===== src/swre_pkg.sv =====
// shared types and constants of the sensor window rule engine
package swre_pkg;

    localparam int VALUE_W      = 32;
    localparam int SENSOR_W     = 8;
    localparam int RULE_ID_W    = 16;
    localparam int CFG_DATA_W   = 16;
    localparam int CFG_INDEX_W  = 1;
    localparam int RULE_INDEX_W = 5;

    // register indexes
    localparam logic [CFG_INDEX_W-1:0] CFG_ID_LOWEST  = 1'b0;
    localparam logic [CFG_INDEX_W-1:0] CFG_ID_HIGHEST = 1'b1;

    // input actions
    localparam logic [1:0] ACT_CLEAR   = 2'd0;
    localparam logic [1:0] ACT_LOAD    = 2'd1;
    localparam logic [1:0] ACT_READING = 2'd2;

    // result kinds
    localparam logic [1:0] KIND_DISPATCH = 2'd0;
    localparam logic [1:0] KIND_STORED   = 2'd1;
    localparam logic [1:0] KIND_REJECTED = 2'd2;
    localparam logic [1:0] KIND_FULL     = 2'd3;

    // rule levels
    localparam logic [1:0] LEVEL_LOW    = 2'd0;
    localparam logic [1:0] LEVEL_NORMAL = 2'd1;
    localparam logic [1:0] LEVEL_HIGH   = 2'd2;

    localparam logic [2:0] LIST_NONE        = 3'd0;
    localparam logic [2:0] LIST_ENTER_BASE  = 3'd3;

    typedef struct packed {
        logic [2:0] exit_lists;
        logic [2:0] enter_lists;
    } command_mask_t;

    typedef struct packed {
        logic [1:0]                  action;
        logic [SENSOR_W-1:0]         sensor_id;
        logic signed [VALUE_W-1:0]   reading_value;
        logic signed [VALUE_W-1:0]   low_limit;
        logic signed [VALUE_W-1:0]   high_limit;
        logic [RULE_ID_W-1:0]        rule_id;
        logic                        has_name;
        logic [5:0]                  command_mask;
    } in_item_t;

    typedef struct packed {
        logic [1:0]              result_kind;
        logic [RULE_INDEX_W-1:0] rule_index;
        logic [2:0]              command_list;
        logic                    last;
    } out_item_t;

    typedef struct packed {
        logic [SENSOR_W-1:0]       sensor;
        logic signed [VALUE_W-1:0] low;
        logic signed [VALUE_W-1:0] high;
        command_mask_t             commands;
        logic [1:0]                level;
    } rule_entry_t;

endpackage


===== src/swre_rule_mem.sv =====
// rule table memory, one write and one registered read port
module swre_rule_mem #(
    parameter int RULE_SLOTS = 32,
    localparam int IDX_W = (RULE_SLOTS > 1) ? $clog2(RULE_SLOTS) : 1
) (
    input  logic                 clk,
    input  logic                 wr_en,
    input  logic [IDX_W-1:0]     wr_addr,
    input  swre_pkg::rule_entry_t wr_data,
    input  logic                 rd_en,
    input  logic [IDX_W-1:0]     rd_addr,
    output swre_pkg::rule_entry_t rd_data
);
    import swre_pkg::*;

    rule_entry_t mem [RULE_SLOTS];
    rule_entry_t rd_data_reg;

    always_ff @(posedge clk)
    begin
        if (wr_en)
        begin
            mem[wr_addr] <= wr_data;
        end
    end

    always_ff @(posedge clk)
    begin
        if (rd_en)
        begin
            rd_data_reg <= mem[rd_addr];
        end
    end

    assign rd_data = rd_data_reg;

endmodule


===== src/swre_seq.sv =====
// sequencer: rule loading, table walk per reading, result buffering
module swre_seq #(
    parameter int RULE_SLOTS = 32,
    localparam int IDX_W = (RULE_SLOTS > 1) ? $clog2(RULE_SLOTS) : 1,
    localparam int CNT_W = $clog2(RULE_SLOTS + 1)
) (
    input  logic                                clk,
    input  logic                                rst_n,
    input  logic                                in_valid,
    output logic                                in_stall,
    input  swre_pkg::in_item_t                  in_item,
    output logic                                out_valid,
    input  logic                                out_stall,
    output swre_pkg::out_item_t                 out_item,
    input  logic [swre_pkg::RULE_ID_W-1:0]      id_lowest,
    input  logic [swre_pkg::RULE_ID_W-1:0]      id_highest,
    output logic                                mem_wr_en,
    output logic [IDX_W-1:0]                    mem_wr_addr,
    output swre_pkg::rule_entry_t               mem_wr_data,
    output logic                                mem_rd_en,
    output logic [IDX_W-1:0]                    mem_rd_addr,
    input  swre_pkg::rule_entry_t               mem_rd_data
);
    import swre_pkg::*;

    typedef enum logic [2:0] {
        ST_IDLE  = 3'b001,
        ST_WALK  = 3'b010,
        ST_FLUSH = 3'b100
    } state_t;

    state_t                     state_reg, state_next;
    logic [CNT_W-1:0]           count_reg, count_next;
    logic [IDX_W-1:0]           idx_reg, idx_next;
    logic                       exit_done_reg, exit_done_next;
    logic                       hold_valid_reg, hold_valid_next;
    logic                       out_valid_reg, out_valid_next;
    out_item_t                  hold_reg, hold_next;
    out_item_t                  out_reg, out_next;
    logic [SENSOR_W-1:0]        sensor_reg, sensor_next;
    logic signed [VALUE_W-1:0]  value_reg, value_next;

    logic        accept;
    logic        out_free;
    logic        can_push;
    logic        match;
    logic [1:0]  new_lvl;
    logic [1:0]  old_lvl;
    logic        trans;
    logic        exit_pend;
    logic        enter_pend;
    logic        rule_done;
    logic        last_rule;
    logic        push;
    out_item_t   push_item;
    logic        rule_ok;
    logic        table_full;
    rule_entry_t load_entry;
    rule_entry_t walk_entry;

    assign accept    = in_valid && (state_reg == ST_IDLE);
    assign in_stall  = (state_reg != ST_IDLE);
    assign out_free  = !out_valid_reg || !out_stall;
    assign can_push  = !hold_valid_reg || out_free;

    // classification of the rule held in the read register
    always_comb
    begin
        match = (mem_rd_data.sensor == sensor_reg);
        if (value_reg < mem_rd_data.low)
        begin
            new_lvl = LEVEL_LOW;
        end
        else if (value_reg > mem_rd_data.high)
        begin
            new_lvl = LEVEL_HIGH;
        end
        else
        begin
            new_lvl = LEVEL_NORMAL;
        end
        old_lvl = (mem_rd_data.level > LEVEL_HIGH) ? LEVEL_NORMAL : mem_rd_data.level;
    end

    assign trans      = match && (new_lvl != old_lvl);
    assign exit_pend  = trans && mem_rd_data.commands.exit_lists[old_lvl] && !exit_done_reg;
    assign enter_pend = trans && mem_rd_data.commands.enter_lists[new_lvl];
    assign rule_done  = !exit_pend && (!enter_pend || can_push);
    assign last_rule  = ((CNT_W'(idx_reg) + CNT_W'(1)) == count_reg);

    assign rule_ok    = (in_item.rule_id >= id_lowest) && (in_item.rule_id <= id_highest)
                        && in_item.has_name
                        && (in_item.command_mask[2:0] != 3'd0);
    assign table_full = (count_reg >= CNT_W'(RULE_SLOTS));

    always_comb
    begin
        load_entry.sensor   = in_item.sensor_id;
        load_entry.low      = in_item.low_limit;
        load_entry.high     = in_item.high_limit;
        load_entry.commands = command_mask_t'(in_item.command_mask);
        load_entry.level    = LEVEL_NORMAL;
        walk_entry          = mem_rd_data;
        walk_entry.level    = new_lvl;
    end

    always_comb
    begin
        push_item.result_kind = KIND_DISPATCH;
        push_item.rule_index  = RULE_INDEX_W'(idx_reg);
        push_item.last        = 1'b0;
        if (exit_pend)
        begin
            push_item.command_list = {1'b0, old_lvl};
        end
        else
        begin
            push_item.command_list = LIST_ENTER_BASE + {1'b0, new_lvl};
        end
    end

    always_comb
    begin
        state_next      = state_reg;
        count_next      = count_reg;
        idx_next        = idx_reg;
        exit_done_next  = exit_done_reg;
        hold_valid_next = hold_valid_reg;
        hold_next       = hold_reg;
        out_valid_next  = out_valid_reg;
        out_next        = out_reg;
        sensor_next     = sensor_reg;
        value_next      = value_reg;
        mem_wr_en       = 1'b0;
        mem_wr_addr     = idx_reg;
        mem_wr_data     = walk_entry;
        mem_rd_en       = 1'b0;
        mem_rd_addr     = '0;
        push            = 1'b0;

        if (out_valid_reg && !out_stall)
        begin
            out_valid_next = 1'b0;
        end

        unique case (state_reg)
            ST_IDLE:
            begin
                if (accept)
                begin
                    case (in_item.action)
                        ACT_CLEAR:
                        begin
                            count_next = '0;
                        end
                        ACT_LOAD:
                        begin
                            hold_valid_next = 1'b1;
                            hold_next.last         = 1'b0;
                            hold_next.command_list = LIST_NONE;
                            hold_next.rule_index   = '0;
                            state_next = ST_FLUSH;
                            if (!rule_ok)
                            begin
                                hold_next.result_kind = KIND_REJECTED;
                            end
                            else if (table_full)
                            begin
                                hold_next.result_kind = KIND_FULL;
                            end
                            else
                            begin
                                hold_next.result_kind = KIND_STORED;
                                hold_next.rule_index  = RULE_INDEX_W'(count_reg);
                                mem_wr_en   = 1'b1;
                                mem_wr_addr = IDX_W'(count_reg);
                                mem_wr_data = load_entry;
                                count_next  = count_reg + CNT_W'(1);
                            end
                        end
                        ACT_READING:
                        begin
                            if (count_reg != '0)
                            begin
                                sensor_next    = in_item.sensor_id;
                                value_next     = in_item.reading_value;
                                idx_next       = '0;
                                exit_done_next = 1'b0;
                                mem_rd_en      = 1'b1;
                                mem_rd_addr    = '0;
                                state_next     = ST_WALK;
                            end
                        end
                        default:
                        begin
                        end
                    endcase
                end
            end
            ST_WALK:
            begin
                if ((exit_pend || enter_pend) && can_push)
                begin
                    push = 1'b1;
                    if (exit_pend)
                    begin
                        exit_done_next = 1'b1;
                    end
                end
                if (rule_done)
                begin
                    exit_done_next = 1'b0;
                    if (trans)
                    begin
                        mem_wr_en = 1'b1;
                    end
                    if (last_rule)
                    begin
                        state_next = ST_FLUSH;
                    end
                    else
                    begin
                        idx_next    = idx_reg + IDX_W'(1);
                        mem_rd_en   = 1'b1;
                        mem_rd_addr = idx_reg + IDX_W'(1);
                    end
                end
                if (push)
                begin
                    if (hold_valid_reg)
                    begin
                        out_valid_next = 1'b1;
                        out_next       = hold_reg;
                        out_next.last  = 1'b0;
                    end
                    hold_valid_next = 1'b1;
                    hold_next       = push_item;
                end
            end
            ST_FLUSH:
            begin
                if (!hold_valid_reg)
                begin
                    state_next = ST_IDLE;
                end
                else if (out_free)
                begin
                    out_valid_next  = 1'b1;
                    out_next        = hold_reg;
                    out_next.last   = 1'b1;
                    hold_valid_next = 1'b0;
                    state_next      = ST_IDLE;
                end
            end
            default:
            begin
                state_next = ST_IDLE;
            end
        endcase
    end

    always_ff @(posedge clk or negedge rst_n)
    begin
        if (!rst_n)
        begin
            state_reg      <= ST_IDLE;
            count_reg      <= '0;
            idx_reg        <= '0;
            exit_done_reg  <= 1'b0;
            hold_valid_reg <= 1'b0;
            out_valid_reg  <= 1'b0;
        end
        else
        begin
            state_reg      <= state_next;
            count_reg      <= count_next;
            idx_reg        <= idx_next;
            exit_done_reg  <= exit_done_next;
            hold_valid_reg <= hold_valid_next;
            out_valid_reg  <= out_valid_next;
        end
    end

    always_ff @(posedge clk)
    begin
        hold_reg   <= hold_next;
        out_reg    <= out_next;
        sensor_reg <= sensor_next;
        value_reg  <= value_next;
    end

    assign out_valid = out_valid_reg;
    assign out_item  = out_reg;

endmodule


===== src/sensor_window_rule_engine_top.sv =====
// top level of the sensor window rule engine: config registers, sequencer, rule memory
//
// Holds up to RULE_SLOTS threshold rules in a single rule memory. A load item gives one
// result (stored, rejected or table full). A reading walks the stored rules in table
// order, one rule per cycle through the rule memory's read port; a rule that emits an
// exit command, or a stalled output, holds the walk. Each item is taken only after the
// previous one has finished; finished results wait in an output register so the next
// item can start. Id range registers must be written while idle.
module sensor_window_rule_engine_top #(
    parameter int RULE_SLOTS = 32
) (
    input  logic                                clk,
    input  logic                                rst_n,
    input  logic                                in_valid,
    output logic                                in_stall,
    input  swre_pkg::in_item_t                  in_item,
    output logic                                out_valid,
    input  logic                                out_stall,
    output swre_pkg::out_item_t                 out_item,
    input  logic                                cfg_we,
    input  logic [swre_pkg::CFG_INDEX_W-1:0]    cfg_index,
    input  logic [swre_pkg::CFG_DATA_W-1:0]     cfg_data
);
    import swre_pkg::*;

    localparam int IDX_W = (RULE_SLOTS > 1) ? $clog2(RULE_SLOTS) : 1;

    logic [RULE_ID_W-1:0] id_lowest_reg;
    logic [RULE_ID_W-1:0] id_highest_reg;

    logic             mem_wr_en;
    logic [IDX_W-1:0] mem_wr_addr;
    rule_entry_t      mem_wr_data;
    logic             mem_rd_en;
    logic [IDX_W-1:0] mem_rd_addr;
    rule_entry_t      mem_rd_data;

    always_ff @(posedge clk or negedge rst_n)
    begin
        if (!rst_n)
        begin
            id_lowest_reg  <= '0;
            id_highest_reg <= '1;
        end
        else if (cfg_we)
        begin
            unique case (cfg_index)
                CFG_ID_LOWEST:  id_lowest_reg  <= cfg_data;
                CFG_ID_HIGHEST: id_highest_reg <= cfg_data;
                default:
                begin
                end
            endcase
        end
    end

    swre_seq #(
        .RULE_SLOTS (RULE_SLOTS)
    ) u_seq (
        .clk         (clk),
        .rst_n       (rst_n),
        .in_valid    (in_valid),
        .in_stall    (in_stall),
        .in_item     (in_item),
        .out_valid   (out_valid),
        .out_stall   (out_stall),
        .out_item    (out_item),
        .id_lowest   (id_lowest_reg),
        .id_highest  (id_highest_reg),
        .mem_wr_en   (mem_wr_en),
        .mem_wr_addr (mem_wr_addr),
        .mem_wr_data (mem_wr_data),
        .mem_rd_en   (mem_rd_en),
        .mem_rd_addr (mem_rd_addr),
        .mem_rd_data (mem_rd_data)
    );

    swre_rule_mem #(
        .RULE_SLOTS (RULE_SLOTS)
    ) u_rule_mem (
        .clk     (clk),
        .wr_en   (mem_wr_en),
        .wr_addr (mem_wr_addr),
        .wr_data (mem_wr_data),
        .rd_en   (mem_rd_en),
        .rd_addr (mem_rd_addr),
        .rd_data (mem_rd_data)
    );

endmodule


===== config.mk =====
export PLATFORM = sky130hd
export DESIGN_NAME = sensor_window_rule_engine_top
export DESIGN_NICKNAME = d
export VERILOG_FILES = /design/src/swre_pkg.sv /design/src/swre_rule_mem.sv /design/src/swre_seq.sv /design/src/sensor_window_rule_engine_top.sv
export SDC_FILE = /design/constraint.sdc
export NUM_CORES = 2
export LEC_CHECK = 0
export BUFFER_PORTS_ARGS = -buffer_cell sky130_fd_sc_hd__buf_2
export CAP_MARGIN = 30
export CELL_PAD_IN_SITES_DETAIL_PLACEMENT = 1
export CELL_PAD_IN_SITES_GLOBAL_PLACEMENT = 2
export CORE_ASPECT_RATIO = 1.25
export CORE_MARGIN = 4
export CORE_UTILIZATION = 35
export DETAILED_ROUTE_END_ITERATION = 10
export PLACE_DENSITY = 0.69
export SLEW_MARGIN = 20
export SYNTH_ARGS = -nofsm -noshare
export SYNTH_HDL_FRONTEND = slang
export SYNTH_SLANG_ARGS = --single-unit

===== constraint.sdc =====
create_clock -name clk -period 21.3 [get_ports clk]
set_input_delay 6.39 -clock clk [delete_from_list [all_inputs] [get_ports clk]]
set_output_delay 6.39 -clock clk [all_outputs]
set_load 0.05 [all_outputs]

==> impl_metrics.csv <==
group,metric,value,unit
outcome,status,"complete, no violations",
die,die_x,513,um
detailed_routing,totalWireLength,405,mm
power_and_ir_drop,p_sw_share,28.0,%
place,port_buffers,163,
place,hpwl,219,mm
cells_and_area,largest_reg_flops,2560,
worst_hold_path,hold_path_class,"register to register",
logic_synthesis,syn_area_per_cell,15.5,sq um
logic_synthesis,synth_fp_nets,7471,
clock_tree,h-tree-depth,5,
clock_tree,cts_setup_buffers,0,
sta,worst_pin_slew,1.11,ns
sta,rsz0062_at_grt,"no",
sta,relSlewSlack,25.7,%
detailed_routing,vias_per_cell,5.94,
detailed_routing,drc,0,
setup_path,critPathArrivalTime,12.58,ns
logic_synthesis,synth_cell_types,82,
clock_tree,tritoncts.num_buffers,298,
global_route,antenna_found_initial,14,
setup_path,cpPeakStageDelay,0.81,ns
setup_path,crit_top_cell,"o21a_1",
global_route,grt_pass1_wl,561,mm
sta,max_freq,82.7,MHz
logic_synthesis,ys_top_cells_by_count,"edfxtp_1 (2701), nand2_1 (663), a21oi_1 (538)",
detailed_routing,drtAntennaViolNets,0,
power_and_ir_drop,clock_power_share,37.7,%
setup_path,worst-path-buf-inv,4,
global_route,grt_max_degree,145,
cells_and_area,finalInstanceArea,127000,sq um
logic_synthesis,postSynth.asyncResetShare,1.78,%
die,placementRows,231,
place,gp_congestion,0.859,
sta,skew,0.0656,ns
setup_path,cp-start-kind,"input port",
sta,hold-worst-slack,0.426,ns
place,placed_cell_area,118000,sq um
setup_path,critPathKind,"input port to register",
clock_tree,cts_tree,"done",
logic_synthesis,yosysMostFrequentCell,"edfxtp_1",
clock_tree,hold_buffers,0,
power_and_ir_drop,power,13.5,mW
logic_synthesis,synth_seq_cells,2750,
die,die_area,328000,sq um
setup_path,cp_top_family,"compound AO/OA/AOI/OAI gates",
clock_tree,cts_buffer_depth,4,
sta,finalCritPeriodShare,56.7,%
power_and_ir_drop,p_leak,40.9,nW
power_and_ir_drop,p_comb_share,16.5,%
setup_path,end_kind,"register",
detailed_routing,drtIter0Drc,6920,
global_route,grt_pass1_vias,72500,
die,start_util,35.2,%
sta,final-max-slew-violation-count,0,
logic_synthesis,netlist.area_leader.share,72.7,%
sta,hold_viol,0,
global_route,grt.total_usage,24.0,%
setup_path,cp_cell_sequence,"buf_2 > ha_1 > nor2b_1 > o21a_1 > o21a_1 > o21a_1 > o21a_1 > o21a_1 > o21ai_0 > a21oi_1 > o31ai_1 > o211ai_1 > or3_4 > nor2_1 > buf_4 > a32o_4 > buf_4 > buf_4",
power_and_ir_drop,p_switching,3.76,mW
logic_synthesis,synthCells,7218,
die,die_h,639,um
cells_and_area,layout.nets,7624,
power_and_ir_drop,p_seq_share,45.8,%
sta,finalSetupTns,0,ns
setup_path,critPathSlowestCell,"buf_4",
logic_synthesis,synth_enable_flop_cells,2701,
die,top_level_ports,164,
die,core,317000,sq um
logic_synthesis,synth_area,112000,sq um
logic_synthesis,yosysWarnings,0,
clock_tree,cts-root-buf,"clkbuf_16",
logic_synthesis,yosysTopAreaCell,"edfxtp_1",
power_and_ir_drop,power_density,106,nW/um^2
power_and_ir_drop,internal_power,9.69,mW
clock_tree,post_cts_resized,0,
clock_tree,cts_sinks,2750,
global_route,overflow,0,
sta,finalSetupViolations,0,
logic_synthesis,ys.flop_type,"edfxtp_1",
sta,fin_crit,12.09,ns
setup_path,crit_required,21.79,ns
logic_synthesis,ys_top_cells_by_area,"edfxtp_1 (73%), mux2i_1 (3.6%), a21oi_1 (2.4%)",
power_and_ir_drop,vdd_drop_max,0.136,mV
detailed_routing,drt_first_pass_iters,6,
detailed_routing,vias,70100,
clock_tree,insertion_delay,0.89,ns
cells_and_area,area_growth,14.2,%
cells_and_area,drive_above_1_share,14.7,%
logic_synthesis,synth-seq-area-share,73.8,%
detailed_routing,drt-wirelength-per-cell,34.3,um
clock_tree,clkSlewWorstSetupHoldPaths,0.06,ns
setup_path,worstPathMaxFanout,34,
flow_run,cap_violations,0,
logic make-up (layout without fill, tap and decap cells):
logic type / count (synthesis) / in the layout / synth area share (%)
buf+inv: 611 / 996 / 2.22
flops: 2750 / 2750 / 73.8
compound gates: 1820 / 1820 / 10.8
xor+xnor: 19 / 19 / 0.149
simple gates: 1245 / 1245 / 5.08
mux: 671 / 671 / 6.79
fa+ha+maj: 102 / 102 / 1.14
other cells: 0 / 6 / 0
worst paths after layout:
path | startpoint | cells past startpoint | slack [ns] | end
max in group asynchronous | rst_n | 2 | 15.08 | u_seq.idx_reg[0]
hold / removal | u_seq.hold_reg[2] | 0 | 0.43 | u_seq.out_item[2]
hold reg to reg | u_seq.hold_reg[2] | 0 | 0.43 | u_seq.out_item[2]
setup / recovery | in_item[8] | 18 | 9.21 | u_rule_mem.mem[24][48]
setup reg to reg | u_rule_mem.rd_data[42] | 20 | 12.73 | u_rule_mem.rd_data[62]
min in group asynchronous | rst_n | 2 | 5.69 | id_lowest_reg[11]
cells in the final DEF (no fill, tap or decap), types with 20 or more instances in the layout:
master,netlist,layout
ha_1,102,101
nand2b_1,22,21
nor3_1,84,82
clkbuf_1,321,76
a32oi_1,20,20
o21ai_0,269,269
or3_1,57,56
a221oi_1,48,48
clkinv_1,0,65
a2bb2oi_1,53,53
mux4_2,47,47
nand3_1,67,62
nor2b_1,129,127
o22ai_1,121,121
clkinv_2,0,40
nor2_1,143,136
bufinv_16,0,22
a32o_1,40,26
dfrtp_1,32,31
a22oi_1,69,69
a211oi_1,257,257
o32ai_1,59,44
buf_12,0,22
buf_4,6,154
o221ai_1,113,113
a221o_1,51,51
clkbuf_16,0,309
a31oi_1,81,81
inv_1,115,112
a21oi_1,538,537
buf_2,121,163
edfxtp_1,2701,2701
mux2_2,218,218
mux2i_1,406,405
nand2_1,663,659
final cells by class:
class                      count  area [sq um]
antenna                        6          15.0
inverter                     115           449
tap                         4194          5250
timing repair buffer         349          2560
multi-input combinational   3857         27500
fill                       31400        190000
clock inverter               147          1310
clock buffer                 385          8020
sequential                  2750         82400
metal layers:
metal | track usage [%] | vias to the layer above | part of all wire (%)
met1 | 29.7 | 37600 | 39
li1 | - | 28900 | -
met5 | 0 | - | 0.014
met4 | 11.7 | 8 | 5.7
met3 | 3.45 | 897 | 6.1
met2 | 41.1 | 2741 | 49
power by group through the flow:
| stage | Clock [mW] | Sequential (mW) | Combinational, mW |
|---|---|---|---|
| 6_report | 5.07 | 6.16 | 2.22 |
| 3_5_place_dp | 0 | 6.27 | 2.19 |
| 4_1_cts | 5.16 | 6.16 | 2.20 |
| 5_1_grt | 5.38 | 6.16 | 2.34 |
| 2_1_floorplan | 0 | 6.22 | 1.44 |
| 3_3_place_gp | 0 | 6.27 | 2.15 |
per-stage QoR:
| stage | std cells | setup WS (ns) | util [%] |
|---|---|---|---|
| after floorplan | 7218 | 3.37 | - |
| after global placement | 11300 | 8.36 | 37.2 |
| after detailed placement | 11300 | 8.31 | 37.2 |
| after CTS | 11800 | 9.22 | 40.2 |
| after global routing | 11800 | 9.03 | 40.2 |
| final | 11800 | 9.21 | 40.2 |
Power figures use the tool's default switching activity.
